<file path="config.mk">
export PLATFORM = sky130hd
export DESIGN_NAME = sonar_direction_person_counter
export DESIGN_NICKNAME = d
export VERILOG_FILES = /design/src/hw/rtl/sdpc_pkg.sv /design/src/hw/rtl/sdpc_cell.sv /design/src/hw/rtl/sdpc_tally.sv /design/src/hw/rtl/sonar_direction_person_counter.sv
export SDC_FILE = /design/constraint.sdc
export NUM_CORES = 1
export LEC_CHECK = 0
export CAP_MARGIN = 20
export CELL_PAD_IN_SITES_DETAIL_PLACEMENT = 0
export CELL_PAD_IN_SITES_GLOBAL_PLACEMENT = 1
export CORE_MARGIN = 2
export CORE_UTILIZATION = 49
export DETAILED_ROUTE_END_ITERATION = 10
export DONT_BUFFER_PORTS = 1
export PLACE_DENSITY_LB_ADDON = 0.1
export SYNTH_ARGS = -nofsm -noshare
export SYNTH_HDL_FRONTEND = slang
export SYNTH_SLANG_ARGS = --single-unit
</file>
<file path="constraint.sdc">
create_clock -name clock -period 6.6 [get_ports clock]
set_input_delay 1.32 -clock clock [delete_from_list [all_inputs] [get_ports clock]]
set_output_delay 1.32 -clock clock [all_outputs]
set_load 0.005 [all_outputs]
</file>
<file path="src/hw/rtl/sdpc_pkg.sv">
// ----------------------------------------------------------------------------
// Sonar direction person counter package
// Shared widths, packed layouts and per-cell flag types.
// ----------------------------------------------------------------------------
package sdpc_pkg;

   localparam int unsigned SAMPLE_W    = 16;
   localparam int unsigned COUNT_W     = 16;
   localparam int unsigned THRESHOLD_W = 3;

   // Reset value of the presence threshold register.
   localparam logic [THRESHOLD_W-1:0] THRESHOLD_RESET = 3'd2;

   // Payload widths on the stream channels, padded to whole bytes.
   localparam int unsigned REQ_DATA_W = 16;
   localparam int unsigned RSP_BITS   = 3 + 3 * COUNT_W + 1;
   localparam int unsigned RSP_DATA_W = ((RSP_BITS + 7) / 8) * 8;

   // What one cell reports about the triple that starts at its own sample.
   typedef struct packed {
      logic nonzero;
      logic rise;
      logic fall;
   } cell_flags_type;

   // One result item as it leaves the tally logic.
   typedef struct packed {
      logic               latched;
      logic [COUNT_W-1:0] total_count;
      logic [COUNT_W-1:0] away_count;
      logic [COUNT_W-1:0] towards_count;
      logic               moving_away;
      logic               moving_towards;
      logic               present;
   } tally_type;

endpackage

</file>
<file path="src/hw/rtl/sdpc_cell.sv">
// ----------------------------------------------------------------------------
// Sample cell
// Holds one sonar sample of the window, passes it to the next older cell on
// every transfer and classifies the triple formed with its two newer neighbors.
// ----------------------------------------------------------------------------
module sdpc_cell
   import sdpc_pkg::*;
(
   input  logic                clock,
   input  logic                reset,
   input  logic                shift_en,
   input  logic [SAMPLE_W-1:0] sample_in,
   input  logic [SAMPLE_W-1:0] newer_near,
   input  logic [SAMPLE_W-1:0] newer_far,
   output logic [SAMPLE_W-1:0] sample_out,
   output cell_flags_type      flags_out
);

   logic [SAMPLE_W-1:0] sample_ff;
   logic [SAMPLE_W-1:0] sample_in_next;

   // Take the neighbor's sample on each accepted transfer.
   assign sample_in_next = shift_en ? sample_in : sample_ff;

   always_ff @(posedge clock) begin
      if (reset) begin
         sample_ff <= '0;
      end else begin
         sample_ff <= sample_in_next;
      end
   end

   assign sample_out = sample_ff;

   // This cell is the oldest sample of its triple; the far neighbor is newest.
   always_comb begin
      flags_out.nonzero = (sample_ff != '0);
      flags_out.rise    = (sample_ff < newer_near) && (newer_near < newer_far) &&
                          (sample_ff != '0);
      flags_out.fall    = (sample_ff > newer_near) && (newer_near > newer_far) &&
                          (newer_far != '0);
   end

endmodule

</file>
<file path="src/hw/rtl/sdpc_tally.sv">
// ----------------------------------------------------------------------------
// Person tally
// Decides presence and direction from the cell flags and keeps the
// per-direction counters and the counted-once latch.
// ----------------------------------------------------------------------------
module sdpc_tally
   import sdpc_pkg::*;
#(
   parameter int unsigned WINDOW_DEPTH = 5
) (
   input  logic                   clock,
   input  logic                   reset,
   input  logic                   update,
   input  logic [THRESHOLD_W-1:0] threshold,
   input  cell_flags_type         cell_flags [WINDOW_DEPTH],
   output tally_type              tally
);

   localparam int unsigned POP_W = $clog2(WINDOW_DEPTH + 1);
   localparam int unsigned CMP_W = POP_W + THRESHOLD_W;

   logic [COUNT_W-1:0] towards_ff, towards_in;
   logic [COUNT_W-1:0] away_ff, away_in;
   logic [COUNT_W-1:0] total_ff, total_in;
   logic               latch_ff, latch_in;
   logic [POP_W-1:0]   nonzero_cnt;
   logic               present;
   logic               towards;
   logic               away;
   logic               count_now;

   // Gather the per-cell flags.
   always_comb begin
      nonzero_cnt = '0;
      towards     = 1'b0;
      away        = 1'b0;
      for (int i = 0; i < WINDOW_DEPTH; i++) begin
         nonzero_cnt = nonzero_cnt + POP_W'(cell_flags[i].nonzero);
         towards     = towards | cell_flags[i].fall;
         away        = away | cell_flags[i].rise;
      end
   end

   assign present   = CMP_W'(nonzero_cnt) > CMP_W'(threshold);
   assign count_now = !latch_ff && present && (towards || away);

   // Next counter and latch values; towards wins when both directions show.
   always_comb begin
      towards_in = towards_ff;
      away_in    = away_ff;
      total_in   = total_ff;
      if (count_now) begin
         total_in = total_ff + COUNT_W'(1);
         if (towards) begin
            towards_in = towards_ff + COUNT_W'(1);
         end else begin
            away_in = away_ff + COUNT_W'(1);
         end
      end
      latch_in = present && (latch_ff || towards || away);
   end

   always_ff @(posedge clock) begin
      if (reset) begin
         towards_ff <= '0;
         away_ff    <= '0;
         total_ff   <= '0;
         latch_ff   <= 1'b0;
      end else if (update) begin
         towards_ff <= towards_in;
         away_ff    <= away_in;
         total_ff   <= total_in;
         latch_ff   <= latch_in;
      end
   end

   // The result carries the values after this sample's update.
   always_comb begin
      tally.present        = present;
      tally.moving_towards = towards;
      tally.moving_away    = away;
      tally.towards_count  = towards_in;
      tally.away_count     = away_in;
      tally.total_count    = total_in;
      tally.latched        = latch_in;
   end

   // The total moves in step with exactly one of the direction counters.
   assert property (@(posedge clock) disable iff (reset)
      update && count_now |=> (total_ff == COUNT_W'($past(total_ff) + COUNT_W'(1))) &&
         ((towards_ff != $past(towards_ff)) != (away_ff != $past(away_ff))))
      else $error("tally: total and direction counters out of step");

   // Nothing changes between samples.
   assert property (@(posedge clock) disable iff (reset)
      !update |=> $stable(total_ff) && $stable(towards_ff) && $stable(away_ff) &&
         $stable(latch_ff))
      else $error("tally: state changed without a sample");

   // The counted-once latch clears on a sample with nobody present.
   assert property (@(posedge clock) disable iff (reset)
      latch_ff && update && !present |=> !latch_ff)
      else $error("tally: latch held with nobody present");

endmodule

</file>
<file path="src/hw/rtl/sonar_direction_person_counter.sv">
// ----------------------------------------------------------------------------
// Sonar direction person counter
// Counts people passing a sonar, by direction, from a stream of distances.
// ----------------------------------------------------------------------------
// Usage:
//   Each transfer on the req_ channel carries one sonar distance (zero means
//   no echo). Each accepted distance yields exactly one transfer on the rsp_
//   channel with the presence and direction flags and the running counts.
//   The csr_ channel writes the presence threshold; csr_ready is always high.
//   Writes are to be made while no sample is in flight; the block does not enforce it.
//   An accepted sample is registered in the cells and its result then in rsp_tdata.
//   Throughput: one sample per cycle while the receiver takes results, set by the
//   row of sample cells that shifts once per transfer and the single tally stage after it.
//   When the receiver stalls, the finished result waits in the output
//   register while one further sample is taken into the cells; after that
//   req_tready drops until the output is taken.
//   Reset clears the sample window, the counters, the latch and both
//   valid flags, and sets the threshold to two.
// ----------------------------------------------------------------------------
module sonar_direction_person_counter
   import sdpc_pkg::*;
#(
   parameter int unsigned WINDOW_DEPTH = 5
) (
   input  logic                   clock,
   input  logic                   reset,
   // Input stream
   input  logic                   req_tvalid,
   output logic                   req_tready,
   input  logic [REQ_DATA_W-1:0]  req_tdata,   // [15:0] distance
   // Result stream
   output logic                   rsp_tvalid,
   input  logic                   rsp_tready,
   // [0] present, [1] moving_towards, [2] moving_away, [18:3] towards_count,
   // [34:19] away_count, [50:35] total_count, [51] latched, rest zero
   output logic [RSP_DATA_W-1:0]  rsp_tdata,
   // Threshold write port
   input  logic                   csr_valid,
   output logic                   csr_ready,
   input  logic [THRESHOLD_W-1:0] csr_data     // presence_threshold
);

   logic [THRESHOLD_W-1:0] threshold_ff, threshold_in;
   logic                   pend_ff, pend_in;
   logic                   rsp_tvalid_ff, rsp_tvalid_in;
   logic [RSP_DATA_W-1:0]  rsp_tdata_ff, rsp_tdata_in;
   logic                   req_xfer;
   logic                   advance;
   logic                   load;
   logic [SAMPLE_W-1:0]    samples [WINDOW_DEPTH];
   cell_flags_type         flags [WINDOW_DEPTH];
   tally_type              tally;

   // Threshold register.
   assign csr_ready    = 1'b1;
   assign threshold_in = (csr_valid && csr_ready) ? csr_data : threshold_ff;

   always_ff @(posedge clock) begin
      if (reset) begin
         threshold_ff <= THRESHOLD_RESET;
      end else begin
         threshold_ff <= threshold_in;
      end
   end

   // Handshake: a sample sits in the cells until its result can be loaded.
   assign advance    = !rsp_tvalid_ff || rsp_tready;
   assign load       = pend_ff && advance;
   assign req_tready = !pend_ff || advance;
   assign req_xfer   = req_tvalid && req_tready;

   always_comb begin
      pend_in = pend_ff;
      if (req_xfer) begin
         pend_in = 1'b1;
      end else if (load) begin
         pend_in = 1'b0;
      end
      rsp_tvalid_in = rsp_tvalid_ff;
      if (load) begin
         rsp_tvalid_in = 1'b1;
      end else if (rsp_tready) begin
         rsp_tvalid_in = 1'b0;
      end
      rsp_tdata_in = load ? RSP_DATA_W'(tally) : rsp_tdata_ff;
   end

   always_ff @(posedge clock) begin
      if (reset) begin
         pend_ff       <= 1'b0;
         rsp_tvalid_ff <= 1'b0;
      end else begin
         pend_ff       <= pend_in;
         rsp_tvalid_ff <= rsp_tvalid_in;
      end
   end

   always_ff @(posedge clock) begin
      rsp_tdata_ff <= rsp_tdata_in;
   end

   assign rsp_tvalid = rsp_tvalid_ff;
   assign rsp_tdata  = rsp_tdata_ff;

   // Row of cells: cell 0 holds the newest sample, the last cell the oldest.
   // Each cell sees its two newer neighbors, wrapping around the window.
   for (genvar i = 0; i < WINDOW_DEPTH; i++) begin : g_cell
      localparam int unsigned NEAR = (i + WINDOW_DEPTH - 1) % WINDOW_DEPTH;
      localparam int unsigned FAR  = (i + WINDOW_DEPTH - 2) % WINDOW_DEPTH;
      logic [SAMPLE_W-1:0] feed;

      if (i == 0) begin : g_head
         assign feed = req_tdata[SAMPLE_W-1:0];
      end else begin : g_body
         assign feed = samples[i-1];
      end

      sdpc_cell u_cell (
         .clock      (clock),
         .reset      (reset),
         .shift_en   (req_xfer),
         .sample_in  (feed),
         .newer_near (samples[NEAR]),
         .newer_far  (samples[FAR]),
         .sample_out (samples[i]),
         .flags_out  (flags[i])
      );
   end

   // Presence, direction and counting.
   sdpc_tally #(
      .WINDOW_DEPTH (WINDOW_DEPTH)
   ) u_tally (
      .clock      (clock),
      .reset      (reset),
      .update     (load),
      .threshold  (threshold_ff),
      .cell_flags (flags),
      .tally      (tally)
   );

   // An accepted sample is always waiting in the cells on the next cycle.
   assert property (@(posedge clock) disable iff (reset)
      req_xfer |=> pend_ff)
      else $error("top: accepted sample lost before its result");

   // A stalled result with a sample behind it blocks further input.
   assert property (@(posedge clock) disable iff (reset)
      rsp_tvalid && !rsp_tready && pend_ff |-> !req_tready)
      else $error("top: input taken while the pipeline is full");

   // A result is loaded only for a waiting sample.
   assert property (@(posedge clock) disable iff (reset)
      $rose(rsp_tvalid) |-> $past(pend_ff))
      else $error("top: result produced without a sample");

endmodule
</file>
==> metrics <==
Worst-Margin Slew 0.894 ns; Hold Crit Endpoint u_tally.towards_ff[14]; CP endpoint kind register; Worst IR Drop VDD 161 uV; Worst R2R Start g_cell[0].u_cell.sample_out[11]; CTS Buffer Depth 2; largest family of logic cells by synthesized area simple AND/OR/NAND/NOR gates; DR iter-0 viols 441; pwr dens around 240 mW/mm2; post-synthesis mux area share 0.0129; syn_area_per_cell 8.69 um2; Initial Util 0.500; most common cell after layout, fill and taps aside nand2_1; status finished clean; clk_skew 0.0133 ns; Yosys warnings 0; Period minus WS final 5.48 ns; Levels on crit path 19; setup ws final 1.12 ns; CP max FO 7; clock tree sinks 186; area grow syn2layout 7.63%; number of detailed-route iterations in the first pass 5; fmax 183 MHz; largest net degree at the start of global routing 138; CTS root buffer clkbuf_16; area of the mapped netlist 0.0101 mm2; Power Total 2.64 mW; hold path depth 2; first-pass GRT wire length 39400 um; Synth Register Bits ~190; Max Cap Viol 0; cts bufs inserted 17; Hold Slack 0.488 ns; EDFF count, synth 52; CP max-delay cell or3_1; Post-Synth XOR/XNOR Area 0.0511; Synth Area in Compound Gates 0.132; vias in the first global route 7606; final WL 24000 um; RSZ-0062 raised after global routing false; Hold Crit Start u_tally.towards_ff[14]; setup bufs post-CTS 0; design area 0.0109 mm2; Critical Path RT 6.92 ns; pre-CTS WS 1.14 ns; most frequent cells in the layout 203 x nand2_1, 137 x a21oi_1, 134 x dfxtp_1, 107 x inv_1, 88 x ha_1; cts repair resizes 0; Max Slew Vio Count 0; wire per inst around 17 um; critical path's top delay family simple AND/OR/NAND/NOR gates; Detail Route Antenna Nets 0; num rows 52; final hold viol count 0; ys async rst share 0; Vias/cell 5.53; GRT Resource Usage Total 0.225; P_leak approximately 4.1 nW; share of layout cells above drive strength 1 0.0668; CTS tree yes; R2R depth 19; Post-Synth Simple-Gate Area 0.205; Final #Nets 1253; antenna fix cells 0; placed inst area 0.0103 mm2; Buffers & Inverters on Critical Path 3; Worst R2R End u_tally.total_ff[15]; H-tree depth 4; Hold Crit Class reg -> reg; Final GP Congestion approximately 0.80; crit path DAT 5.80 ns; Seq/Total Area, Yosys 0.420; Max-Slew Margin vs Limit 0.404; GR Overflow Total 0; reg-to-reg slack, setup between 1 and 1.5 ns; Die Wd 148 um; core area 0.0202 mm2; Die H 148 um; initial antenna violation count 0; final worst-path cycle share 0.830; Post-Synth Adder-Cell Area 0.113; crit-path cells nor4_1, and4_1, inv_1, ha_1, inv_1, fa_1, inv_1, ha_1, fa_1, ha_1, nor2b_1, o21a_1, o211ai_1, or3_1, nor2_1, nand3_1, or2_2, nor4_1, mux2_2; slowest cell delay on critical path between 0.5 and 0.6 ns; die area 0.0218 mm2; buffers added on ports 0; post-DP HPWL 16500 um; Clock Latency Late Sink 0.43 ns; DR vias 7866; crit path kind reg -> reg; Worst setup SP type register; CTS clk-pin slew, worst paths 0.08 ns; Post-synth top flop dfxtp_1; Post-Syn Instances 1163; I/O pins 83; drt drc 0; post-synthesis cell type count 65; final setup vio count 0; setup TNS 0 ns; CTS hold repair buffers 0; fill count between 1.5k and 2k
Yosys cell counts (2+ instances only):
cell | number | area share
nand2_1 | 204 | 0.076
a21oi_1 | 137 | 0.068
dfxtp_1 | 134 | 0.27
inv_1 | 108 | 0.040
ha_1 | 88 | 0.11
nor2_1 | 53 | 0.020
edfxtp_1 | 52 | 0.15
clkbuf_1 | 42 | 0.016
nand3_1 | 32 | 0.016
xor2_1 | 30 | 0.026
nor4_1 | 29 | 0.018
xnor2_1 | 29 | 0.025
nand4_1 | 28 | 0.017
and3_1 | 19 | 0.012
o211ai_1 | 19 | 0.014
o21ai_0 | 17 | 0.0084
nor2b_1 | 11 | 0.0068
or4_1 | 10 | 0.0074
nor3_1 | 9 | 0.0045
a31o_2 | 8 | 0.0069
o31ai_1 | 8 | 0.0059
mux2_2 | 7 | 0.0078
or2_2 | 7 | 0.0043
a21o_1 | 6 | 0.0045
buf_4 | 6 | 0.0045
and4_1 | 5 | 0.0043
buf_2 | 5 | 0.0025
mux2i_1 | 4 | 0.0040
o311ai_0 | 4 | 0.0035
or3_1 | 4 | 0.0025
buf_6 | 3 | 0.0033
o21a_1 | 3 | 0.0022
a211oi_1 | 2 | 0.0015
a2bb2oi_1 | 2 | 0.0017
and2_1 | 2 | 0.0012
conb_1 | 2 | 0.00074
fa_1 | 2 | 0.0040
nand2b_1 | 2 | 0.0012
nor4b_1 | 2 | 0.0017
o21ai_1 | 2 | 0.00099
o41ai_1 | 2 | 0.0017
worst max-delay path by stage:
stage                                         start              endpoint
detailed placement  g_cell[0].u_cell.sample_out[11]  u_tally.total_ff[15]
global route        g_cell[0].u_cell.sample_out[11]  u_tally.total_ff[15]
finish              g_cell[0].u_cell.sample_out[11]  u_tally.total_ff[15]
floorplan            g_cell[0].u_cell.sample_out[3]  u_tally.total_ff[15]
CTS                 g_cell[0].u_cell.sample_out[11]  u_tally.total_ff[15]
global placement    g_cell[0].u_cell.sample_out[11]  u_tally.total_ff[15]
registers in the layout (all words and copies together), names as in the netlist:
name / flops
rsp_tdata: 52
pend_ff: 1
rsp_tvalid: 1
g_cell.u_cell.sample_out: 80
u_tally.away_ff: 16
u_tally.towards_ff: 16
threshold_ff: 3
u_tally.total_ff: 16
u_tally.latch_ff: 1
layout make-up:
type	instances	area (um2)	share of cell area
inverter	108	405	0.0373
tap	270	338	0.0311
clock buffer	18	439	0.0404
multi-input combinational	816	5220	0.480
clock inverter	14	151	0.0139
sequential	186	4240	0.390
timing repair buffer	10	82.6	0.00759
logic make-up after synthesis:
| family | after synthesis |
|---|---|
| multiplexers | 12 |
| buffers and inverters | 164 |
| adder cells (fa/ha/maj) | 90 |
| AO/OA/AOI/OAI | 223 |
| other | 2 |
| flip-flops | 186 |
| AND/OR/NAND/NOR | 427 |
| XOR/XNOR | 59 |
routing by layer:
| metal | wire length, um | vias to the layer above | track usage | part of all wire |
|---|---|---|---|---|
| li1 | - | 3992 | - | - |
| met3 | 969 | 12 | 0.0373 | 0.040 |
| met5 | 0 | - | 0 | 0 |
| met4 | 229 | 0 | 0.0510 | 0.0096 |
| met2 | 10700 | 139 | 0.351 | 0.45 |
| met1 | 12000 | 3723 | 0.329 | 0.50 |
through the flow:
step           cells  utilization
6_report        1422        0.538
2_1_floorplan   1166            -
3_5_place_dp    1389        0.508
4_1_cts         1421        0.537
3_3_place_gp    1389        0.508
5_1_grt         1422        0.538
power breakdown:
part	switching [mW]	internal [mW]
combinational	0.258	0.121
sequential	0.0292	1.21
clock	0.503	0.517
tightest hold or removal path: cells and delay by family (launching register included):
| family | cells | cell delay [ns] |
|---|---|---|
| flip-flops | 1 | 0.33 |
| AO/OA/AOI/OAI | 2 | 0.12 |
Note: power is estimated with default switching activity, not from simulation.
